**src/rtl/hsla_pkg.sv**
```systemverilog
// ----------------------------------------------------------------------------
// hsla_pkg
// Shared constants and types for the HSLA to RGBA colour converter: the
// fixed-point formats, the sector codes and the constant-divider terms.
// ----------------------------------------------------------------------------
package hsla_pkg;

    localparam int HUE_FRAC_BITS = 6;
    localparam int CHANNEL_BITS  = 8;

    localparam int HUE_W = 15;
    localparam int CH_W  = CHANNEL_BITS;

    localparam int MAXV   = (1 << CHANNEL_BITS) - 1;
    localparam int SECTOR = 60 << HUE_FRAC_BITS;
    localparam int TURN   = 360 << HUE_FRAC_BITS;

    localparam int T_W    = $clog2(2 * SECTOR);
    localparam int RAMP_W = $clog2(SECTOR + 1);
    localparam int CN_W   = 2 * CH_W;
    localparam int LM_W   = 2 * CH_W + 1;
    localparam int PROD_W = CN_W + RAMP_W + 1;
    localparam int NUM_W  = PROD_W + 1;

    localparam int DEN   = 2 * MAXV * SECTOR;
    localparam int HALF  = MAXV * SECTOR;
    localparam int DEN_W = $clog2(DEN + 1);

    localparam int             RECIP_SHIFT = NUM_W + 10;
    localparam longint unsigned RECIP      = (64'd1 << RECIP_SHIFT) / longint'(DEN);
    localparam int             RECIP_W     = $clog2(RECIP + 1);
    localparam int             MUL_W       = NUM_W + RECIP_W;
    localparam int             Q_W         = MUL_W - RECIP_SHIFT;

    typedef enum logic [2:0] {
        SECT_RED_YEL = 3'd0,
        SECT_YEL_GRN = 3'd1,
        SECT_GRN_CYN = 3'd2,
        SECT_CYN_BLU = 3'd3,
        SECT_BLU_MAG = 3'd4,
        SECT_MAG_RED = 3'd5
    } sector_t;

    typedef logic [2:0][NUM_W-1:0] num_vec_t;

endpackage

```
**src/rtl/hsla_chroma.sv**
```systemverilog
// ----------------------------------------------------------------------------
// hsla_chroma
// First three pipeline stages: hue reduction, sector search, chroma,
// hue ramp and lightness offset numerators.
// ----------------------------------------------------------------------------
module hsla_chroma
    import hsla_pkg::*;
(
    input  logic              clk,
    input  logic [2:0]        load,
    input  logic [HUE_W-1:0]  hue,
    input  logic [CH_W-1:0]   saturation,
    input  logic [CH_W-1:0]   lightness,
    output logic [CN_W-1:0]   cn,
    output logic [RAMP_W-1:0] ramp,
    output logic [LM_W-1:0]   mdiff,
    output sector_t           sector
);

    logic [HUE_W-1:0]  h_next, h_reg;
    logic [CH_W-1:0]   dist_next, dist1_reg;
    logic [CH_W-1:0]   s1_reg, l1_reg, l2_reg;
    logic [CH_W:0]     twol;

    logic [CN_W-1:0]   cn_next, cn2_reg, cn3_reg;
    sector_t           sector_next, sector2_reg, sector3_reg;
    logic [HUE_W-1:0]  base;
    logic [T_W-1:0]    t_next, t_reg;

    logic [T_W-1:0]    tdist;
    logic [RAMP_W-1:0] ramp_next, ramp_reg;
    logic [LM_W-1:0]   lm;
    logic [LM_W-1:0]   mdiff_next, mdiff_reg;

    always_comb
    begin
        h_next    = (hue >= HUE_W'(TURN)) ? hue - HUE_W'(TURN) : hue;
        twol      = {lightness, 1'b0};
        dist_next = (twol >= (CH_W+1)'(MAXV)) ? CH_W'(twol - (CH_W+1)'(MAXV))
                                               : CH_W'((CH_W+1)'(MAXV) - twol);
    end

    always_comb
    begin
        cn_next = CN_W'(CH_W'(MAXV) - dist1_reg) * CN_W'(s1_reg);
        priority if (h_reg >= HUE_W'(5 * SECTOR))
        begin
            sector_next = SECT_MAG_RED;
            base        = HUE_W'(4 * SECTOR);
        end
        else if (h_reg >= HUE_W'(4 * SECTOR))
        begin
            sector_next = SECT_BLU_MAG;
            base        = HUE_W'(4 * SECTOR);
        end
        else if (h_reg >= HUE_W'(3 * SECTOR))
        begin
            sector_next = SECT_CYN_BLU;
            base        = HUE_W'(2 * SECTOR);
        end
        else if (h_reg >= HUE_W'(2 * SECTOR))
        begin
            sector_next = SECT_GRN_CYN;
            base        = HUE_W'(2 * SECTOR);
        end
        else if (h_reg >= HUE_W'(SECTOR))
        begin
            sector_next = SECT_YEL_GRN;
            base        = '0;
        end
        else
        begin
            sector_next = SECT_RED_YEL;
            base        = '0;
        end
        t_next = T_W'(h_reg - base);
    end

    always_comb
    begin
        tdist      = (t_reg >= T_W'(SECTOR)) ? t_reg - T_W'(SECTOR) : T_W'(SECTOR) - t_reg;
        ramp_next  = RAMP_W'(T_W'(SECTOR) - tdist);
        lm         = LM_W'({l2_reg, 1'b0}) * LM_W'(MAXV);
        mdiff_next = (lm >= LM_W'(cn2_reg)) ? lm - LM_W'(cn2_reg) : '0;
    end

    always_ff @(posedge clk)
    begin
        if (load[0])
        begin
            h_reg     <= h_next;
            dist1_reg <= dist_next;
            s1_reg    <= saturation;
            l1_reg    <= lightness;
        end
        if (load[1])
        begin
            cn2_reg     <= cn_next;
            sector2_reg <= sector_next;
            t_reg       <= t_next;
            l2_reg      <= l1_reg;
        end
        if (load[2])
        begin
            cn3_reg     <= cn2_reg;
            sector3_reg <= sector2_reg;
            ramp_reg    <= ramp_next;
            mdiff_reg   <= mdiff_next;
        end
    end

    assign cn     = cn3_reg;
    assign ramp   = ramp_reg;
    assign mdiff  = mdiff_reg;
    assign sector = sector3_reg;

endmodule

```
**src/rtl/hsla_mix.sv**
```systemverilog
// ----------------------------------------------------------------------------
// hsla_mix
// Stages four and five: chroma, secondary and offset numerators over the
// common denominator, sector routing and the rounding bias.
// ----------------------------------------------------------------------------
module hsla_mix
    import hsla_pkg::*;
(
    input  logic              clk,
    input  logic [1:0]        load,
    input  logic [CN_W-1:0]   cn,
    input  logic [RAMP_W-1:0] ramp,
    input  logic [LM_W-1:0]   mdiff,
    input  sector_t           sector,
    output num_vec_t          num
);

    logic [PROD_W-1:0] cv_next, xv_next, mv_next;
    logic [PROD_W-1:0] cv_reg, xv_reg, mv_reg;
    sector_t           sector_reg;
    logic [PROD_W-1:0] r_sel, g_sel, b_sel;
    num_vec_t          num_next, num_reg;

    always_comb
    begin
        xv_next = (PROD_W'(cn) * PROD_W'(ramp)) << 1;
        cv_next = PROD_W'(cn) * PROD_W'(2 * SECTOR);
        mv_next = PROD_W'(mdiff) * PROD_W'(SECTOR);
    end

    always_comb
    begin
        unique case (sector_reg)
            SECT_RED_YEL:
            begin
                r_sel = cv_reg; g_sel = xv_reg; b_sel = '0;
            end
            SECT_YEL_GRN:
            begin
                r_sel = xv_reg; g_sel = cv_reg; b_sel = '0;
            end
            SECT_GRN_CYN:
            begin
                r_sel = '0; g_sel = cv_reg; b_sel = xv_reg;
            end
            SECT_CYN_BLU:
            begin
                r_sel = '0; g_sel = xv_reg; b_sel = cv_reg;
            end
            SECT_BLU_MAG:
            begin
                r_sel = xv_reg; g_sel = '0; b_sel = cv_reg;
            end
            SECT_MAG_RED:
            begin
                r_sel = cv_reg; g_sel = '0; b_sel = xv_reg;
            end
            default:
            begin
                r_sel = cv_reg; g_sel = '0; b_sel = xv_reg;
            end
        endcase
        num_next[0] = NUM_W'(r_sel) + NUM_W'(mv_reg) + NUM_W'(HALF);
        num_next[1] = NUM_W'(g_sel) + NUM_W'(mv_reg) + NUM_W'(HALF);
        num_next[2] = NUM_W'(b_sel) + NUM_W'(mv_reg) + NUM_W'(HALF);
    end

    always_ff @(posedge clk)
    begin
        if (load[0])
        begin
            cv_reg     <= cv_next;
            xv_reg     <= xv_next;
            mv_reg     <= mv_next;
            sector_reg <= sector;
        end
        if (load[1])
        begin
            num_reg <= num_next;
        end
    end

    assign num = num_reg;

endmodule

```
**src/rtl/hsla_div.sv**
```systemverilog
// ----------------------------------------------------------------------------
// hsla_div
// Two-stage constant divider for one channel: reciprocal estimate, then
// remainder correction and saturation to the channel maximum.
// ----------------------------------------------------------------------------
module hsla_div
    import hsla_pkg::*;
(
    input  logic             clk,
    input  logic [1:0]       load,
    input  logic [NUM_W-1:0] num,
    output logic [CH_W-1:0]  value
);

    logic [MUL_W-1:0] prod;
    logic [Q_W-1:0]   q0_next, q0_reg;
    logic [NUM_W-1:0] n_reg;
    logic [NUM_W-1:0] rem;
    logic [Q_W:0]     q;
    logic [CH_W-1:0]  value_next, value_reg;

    always_comb
    begin
        prod    = MUL_W'(num) * MUL_W'(RECIP);
        q0_next = prod[MUL_W-1:RECIP_SHIFT];
    end

    always_comb
    begin
        rem        = n_reg - NUM_W'(NUM_W'(q0_reg) * NUM_W'(DEN));
        q          = (Q_W+1)'(q0_reg) + (Q_W+1)'(rem >= NUM_W'(DEN));
        value_next = (q > (Q_W+1)'(MAXV)) ? CH_W'(MAXV) : q[CH_W-1:0];
    end

    always_ff @(posedge clk)
    begin
        if (load[0])
        begin
            q0_reg <= q0_next;
            n_reg  <= num;
        end
        if (load[1])
        begin
            value_reg <= value_next;
        end
    end

    assign value = value_reg;

endmodule

```
**src/rtl/hsla_to_rgba_converter_core.sv**
```systemverilog
// ----------------------------------------------------------------------------
// hsla_to_rgba_converter_core
// Fixed-point HSLA to RGBA pixel converter, seven-stage pipeline.
// ----------------------------------------------------------------------------
// Takes one pixel per clock unless hsla_stall is high; every stage
// holds its own valid bit, so a bubble in the stream is squeezed out while
// the output is stalled and hsla_stall rises only when all seven stages are
// full. Hue is taken modulo a full turn, each colour channel is rounded half
// up and saturated to 255, and alpha is carried alongside unchanged.
// ----------------------------------------------------------------------------
module hsla_to_rgba_converter_core
    import hsla_pkg::*;
(
    input  logic             clk,
    input  logic             rst_n,
    input  logic             hsla_valid,
    output logic             hsla_stall,
    input  logic [HUE_W-1:0] hue,
    input  logic [CH_W-1:0]  saturation,
    input  logic [CH_W-1:0]  lightness,
    input  logic [CH_W-1:0]  alpha_in,
    output logic             rgba_valid,
    input  logic             rgba_stall,
    output logic [CH_W-1:0]  red,
    output logic [CH_W-1:0]  green,
    output logic [CH_W-1:0]  blue,
    output logic [CH_W-1:0]  alpha_out
);

    localparam int STAGES = 7;

    logic [STAGES-1:0]           valid_reg;
    logic [STAGES-1:0]           valid_next;
    logic [STAGES-1:0]           load;
    logic [STAGES-1:0][CH_W-1:0] alpha_reg;

    logic [CN_W-1:0]   cn;
    logic [RAMP_W-1:0] ramp;
    logic [LM_W-1:0]   mdiff;
    sector_t           sector;
    num_vec_t          num;

    always_comb
    begin
        load[STAGES-1] = !valid_reg[STAGES-1] || !rgba_stall;
        for (int k = STAGES - 2; k >= 0; k--)
        begin
            load[k] = !valid_reg[k] || load[k+1];
        end
        valid_next = {valid_reg[STAGES-2:0], hsla_valid};
    end

    always_ff @(posedge clk or negedge rst_n)
    begin
        if (!rst_n)
        begin
            valid_reg <= '0;
        end
        else
        begin
            for (int k = 0; k < STAGES; k++)
            begin
                if (load[k])
                begin
                    valid_reg[k] <= valid_next[k];
                end
            end
        end
    end

    always_ff @(posedge clk)
    begin
        if (load[0])
        begin
            alpha_reg[0] <= alpha_in;
        end
        for (int k = 1; k < STAGES; k++)
        begin
            if (load[k])
            begin
                alpha_reg[k] <= alpha_reg[k-1];
            end
        end
    end

    hsla_chroma u_chroma (
        .clk        (clk),
        .load       (load[2:0]),
        .hue        (hue),
        .saturation (saturation),
        .lightness  (lightness),
        .cn         (cn),
        .ramp       (ramp),
        .mdiff      (mdiff),
        .sector     (sector)
    );

    hsla_mix u_mix (
        .clk    (clk),
        .load   (load[4:3]),
        .cn     (cn),
        .ramp   (ramp),
        .mdiff  (mdiff),
        .sector (sector),
        .num    (num)
    );

    hsla_div u_div_red (
        .clk   (clk),
        .load  (load[6:5]),
        .num   (num[0]),
        .value (red)
    );

    hsla_div u_div_green (
        .clk   (clk),
        .load  (load[6:5]),
        .num   (num[1]),
        .value (green)
    );

    hsla_div u_div_blue (
        .clk   (clk),
        .load  (load[6:5]),
        .num   (num[2]),
        .value (blue)
    );

    assign hsla_stall = !load[0];
    assign rgba_valid = valid_reg[STAGES-1];
    assign alpha_out  = alpha_reg[STAGES-1];

endmodule

```
**config.mk**
```make
export PLATFORM = sky130hd
export DESIGN_NAME = hsla_to_rgba_converter_core
export DESIGN_NICKNAME = d
export VERILOG_FILES = /design/src/rtl/hsla_pkg.sv /design/src/rtl/hsla_chroma.sv /design/src/rtl/hsla_mix.sv /design/src/rtl/hsla_div.sv /design/src/rtl/hsla_to_rgba_converter_core.sv
export SDC_FILE = /design/constraint.sdc
export NUM_CORES = 2
export LEC_CHECK = 0
export BUFFER_PORTS_ARGS = -buffer_cell sky130_fd_sc_hd__buf_2
export CORE_MARGIN = 2
export CORE_UTILIZATION = 40
export CTS_CLUSTER_SIZE = 8
export DETAILED_ROUTE_END_ITERATION = 10
export PLACE_DENSITY_LB_ADDON = 0.3
export SETUP_SLACK_MARGIN = 0.3
export SKIP_CTS_REPAIR_TIMING = 1
export SYNTH_ARGS = -nofsm -noshare
export SYNTH_HDL_FRONTEND = slang
export SYNTH_SLANG_ARGS = --single-unit
```
**constraint.sdc**
```tcl
create_clock -name clk -period 11.6 [get_ports clk]
set_input_delay 2.32 -clock clk [delete_from_list [all_inputs] [get_ports clk]]
set_output_delay 2.32 -clock clk [all_outputs]
set_load 0.005 [all_outputs]
```
After elaboration in Yosys (flattened, before gate mapping)
Cells that the tools add are included.

Register bits: 496. Output and inout port bits: 34.

$add $sub $neg: 21. Multiply operators: 11. $lt $le $gt $ge: 15. Equality and inequality tests: 4. Muxes and demuxes: 14. Reductions and logical operators: 24.

Operators by type and width (number): $pmux 29 s2 (3); $mul 30x20->50 const B (3); $add 29x29->30 (3); $add 30x20->30 const B (3); $ge 30x21->1 const B (3); $sub 30x30->30 (3); $mul 10x12->21 const B (3); $mux 13 (4); $add 10x1->11 (3); $gt 11x8->1 const B (3); $ge 15x14->1 const B (2); $ge 15x15->1 const B (2); $mul 16x12->28 (1); $sub 12x12->12 const A (2); $mul 17x4->21 const B (1); $mul 16x4->20 const B (1); $ge 17x16->1 (1); $sub 17x16->17 (1); $mul 16x8->16 (1); $mul 8x8->16 const B (1); $ge 15x12->1 const B (1); $ge 15x13->1 const B (1); $mux 15 (1); $sub 15x15->15 const B (1); other kinds (18) (41).

Longest topological paths before layout
Word-level depth: 9. Gate-level depth with buffers: 34. Depth with buffers taken out: 33.

Modules after synthesis
A second synthesis with hierarchy kept.

Cell total of the unflattened synthesis: 6134. Area, all modules: 64862.2 um2.

Modules (own cells, without submodules): hsla_div at u_div_blue ... (times used 2, cells an instance 1135, area an instance 11661.2 um2, seq. area each 1171.1 um2); hsla_mix (times used 1, cells an instance 1824, area an instance 18592.8 um2, seq. area each 4774.6 um2); hsla_div at u_div_red (times used 1, cells an instance 1152, area an instance 11786.3 um2, seq. area each 1171.1 um2); hsla_chroma (times used 1, cells an instance 798, area an instance 9120.0 um2, seq. area each 3693.5 um2); hsla_to_rgba_converter_core (times used 1, cells an instance 90, area an instance 2040.7 um2, seq. area each 1856.8 um2).

Worst setup path before layout
OpenSTA, ideal clock, no wires.

Kind: register to register. Start point: register u_div_green.q0_reg[7]. End point: register u_div_green.value_reg[0], in the netlist u_div_green.value[0] (data pin). Arrival: 6.967 ns. Setup slack: 4.368 ns. Stages on the path, launching flop included: 33. Path buffers: 1. Period minus slack after synthesis: 7.232 ns. Cells stage by stage: edfxtp_1 fa_1 inv_1 fa_1 inv_1 fa_1 inv_1 fa_1 inv_1 ha_1 ha_1 a21o_1 a21o_1 a21oi_1 o31ai_1 nor2_1 xor2_1 ha_1 clkbuf_1 a21o_1 o21bai_1 nor2_1 o21a_1 a221o_1 o221ai_1 nor4_1 o311ai_1 ha_1 ha_1 and3_1 nand3_1 mux2i_1 or3_1.

Longest elaborated chain between the ends: 5.

Ends and longest elaborated chain: start: declaration (line hsla_div.sv:16) `logic [Q_W-1:0] q0_next, q0_reg;`; start signal: assignment (line hsla_div.sv:39) `q0_reg <= q0_next;`; $mul 10x12->21 (line hsla_div.sv:30) `rem = n_reg - NUM_W'(NUM_W'(q0_reg) * NUM_W'(DEN));`; $sub 30x30->30 (line hsla_div.sv:30); $ge 30x21->1 (line hsla_div.sv:31) `q = (Q_W+1)'(q0_reg) + (Q_W+1)'(rem >= NUM_W'(DEN));`; $add 10x1->11 (*) (line hsla_div.sv:31); $gt 11x8->1 (line hsla_div.sv:32) `value_next = (q > (Q_W+1)'(MAXV)) ? CH_W'(MAXV) : q[CH_W-1:0];`; end signal: assignment (line hsla_div.sv:44) `value_reg <= value_next;`; end: declaration (line hsla_div.sv:20) `logic [CH_W-1:0] value_next, value_reg;`.

Every way passes the cells marked *; elsewhere a longest branch is shown, timed or not. A chain may end at the register's enable or synchronous reset.

Final worst setup path
Start point: register u_div_green.q0_reg[7]. End point: register u_div_green.value_reg[7], in the netlist u_div_green.value[7] (data pin).

Same word-level chain as after synthesis.

==> flow_summary.json <==
{
  "grt_antenna_before_repair": 1,
  "rsz0062_at_grt": "false",
  "fin_crit_ns": 8.09,
  "die_y_um": 393,
  "drc_errors": 0,
  "vias": 38891,
  "cts_sinks": 456,
  "synthTopCellsByCount": "ha_1, inv_1, fa_1",
  "start_util": 0.404,
  "synth.avg_cell_area_um2": 10.8,
  "cpLargestDelayFamily": "adder cells",
  "wire_per_inst_um": 16.4,
  "drt-met1-wl_um": 59600,
  "critPathBufInv": 4,
  "grt_pass1_vias": 41074,
  "synth_edf_count": 449,
  "cp.depth": 33,
  "synth_top_area_share": 0.268,
  "min_period_over_period": 0.697,
  "crit_path_end": "u_div_green.value[7]",
  "status": "finished, final reports clean",
  "path_max_fanout": 8,
  "htreeDepth": 3,
  "io-pin-count": 77,
  "core_um2": 150000,
  "slew_headroom": 0.346,
  "ys_top_cells_by_area": "ha_1, fa_1, edfxtp_1",
  "worst_slew_pin_slew_ns": 0.981,
  "clk_pin_slew_ns": 0.05,
  "synth_area_um2": 60600,
  "maxUsedRoutingLayer": "met4",
  "yosysMostFrequentCell": "ha_1",
  "dp_hpwl_um": 104000,
  "nFillCells": 14179,
  "syn2layout_area_growth_pct": 7.95,
  "critPathRequiredTime_ns": 12.00,
  "nNetsFinal": 7750,
  "rows": 142,
  "cp-startpoint": "u_div_green.q0_reg[7]",
  "numPortBuffers": 76,
  "fmax_ghz": 0.124,
  "dieArea_um2": 155000,
  "critPathArrivalTime_ns": 8.48,
  "synth_nets": 7649,
  "grt_overflow": 0,
  "r2r_slack_ns": 3.51,
  "reg2reg_from": "u_div_green.q0_reg[7]",
  "met2WireLength_um": 61800,
  "clock_tree.root_cell": "clkbuf_16",
  "gp_congestion": 0.960,
  "grt_max_degree": 72,
  "worst_r2r_endpoint": "u_div_green.value[7]",
  "fin_hold_ws_ns": 0.403,
  "clock_latency_ns": 0.68,
  "yosys_warnings": 0,
  "ant_nets": 0,
  "synthFlopType": "edfxtp_1",
  "synthCells": 5630,
  "slowest_stage": "fa_1",
  "setup_tns_ns": 0,
  "hold_class": "reg2reg",
  "dr_wl_met3_um": 3660,
  "crit_path_end_kind": "register",
  "ys_types": 95,
  "async_reset_ff_frac": 0.0154,
  "firstDrtPassIters": 5,
  "synth-seq-area-share": 0.225,
  "cts_tree": "done",
  "ys_ff_latch": 456,
  "fin_skew_ns": 0.0471,
  "place_ws_ns": 3.48,
  "antenna_cells": 0,
  "yosysTopAreaCell": "ha_1",
  "finalWorstSetupSlack_ns": 3.51,
  "gr-usage-all-layers": 0.172,
  "cpPeakStageDelay_ns": 0.67,
  "crit_top_cell": "nand2_1",
  "path_class": "reg2reg",
  "drv_cap": 0,
  "drt-total-wl_um": 128000,
  "fp.dieW_um": 393,
  "largest_reg_flops": 84,
  "setup_viol": 0,
  "cp-start-kind": "register",
  "vias_per_cell": 5.00,
  "drive_gt1_frac": 0.0399,
  "hold_viol": 0,
  "grt_pass1_wl_um": 213000,
  "clockBufferDepth": 3,
  "r2r_cells": 33,
  "cts_buffers": 70,
  "final-max-slew-violation-count": 0,
  "drtIter0Drc": 1658
}
worst register-to-register path: cells and delay by family, from the launching register on:
family,cells,cell delay (ns)
simple gates,10,1.19
compound gates,7,1.67
flops,1,0.54
xor+xnor,1,0.14
mux,2,0.25
buf+inv,4,0.24
fa+ha+maj,9,3.79
logic make-up after synthesis:
family                     after synthesis  synth area share
DFF                                    456             0.225
AOI/OAI and AO/OA                      759            0.0848
xor gates and xnor gates               294            0.0425
buffers and inverters                 1128            0.0705
muxes                                   14           0.00233
adders and majority gates             1976             0.492
and+or+nand+nor                       1003            0.0831
how the worst min path moves through the flow:
stage          slack [ns]                  to  cells past startpoint                from
2_1_floorplan        0.40        alpha_out[0]                      0       alpha_reg[40]
3_3_place_gp         0.40       alpha_reg[45]                      0       alpha_reg[37]
3_5_place_dp         0.40       alpha_reg[20]                      0       alpha_reg[12]
4_1_cts              0.40  u_chroma.l2_reg[0]                      0  u_chroma.l1_reg[0]
5_1_grt              0.42       alpha_reg[30]                      0       alpha_reg[22]
6_report             0.40   u_chroma.t_reg[4]                      0   u_chroma.h_reg[4]
cell usage in the layout (no fill, tap or decap), types with 107 or more instances in the layout:
master       n
edfxtp_1   449
o21ai_0    110
nand2_1    292
ha_1      1300
fa_1       676
and2_1     107
nor2_1     160
a21oi_1    228
xnor2_1    205
inv_1     1066
area by class of cell:
type / instances / area (µm²) / share of cell area
Tap cell: 2016 / 2520 / 0.0385
Timing Repair Buffer: 89 / 478 / 0.00730
Clock buffer: 90 / 1850 / 0.0282
Multi-Input combinational cell: 4046 / 42700 / 0.653
Inverter: 1068 / 4010 / 0.0613
Sequential cell: 456 / 13700 / 0.209
Clock inverter: 13 / 214 / 0.00327
layer usage:
layer | up-vias | global-route usage
met3 | 147 | 0.0212
met4 | 0 | 0.0408
met1 | 18985 | 0.230
li1 | 19235 | -
met2 | 524 | 0.296
met5 | - | 0
stage by stage:
stage	cells	utilization	cell area (µm²)
6_report	7778	0.436	65400
5_1_grt	7778	0.436	65400
4_1_cts	7778	0.436	65400
3_5_place_dp	7675	0.422	63400
3_3_place_gp	7675	0.422	63400
2_1_floorplan	5630	-	60600
Power is left out: the tool's default activity adds up to more than one toggle a clock period on the data nets, which glitch-free logic cannot reach.
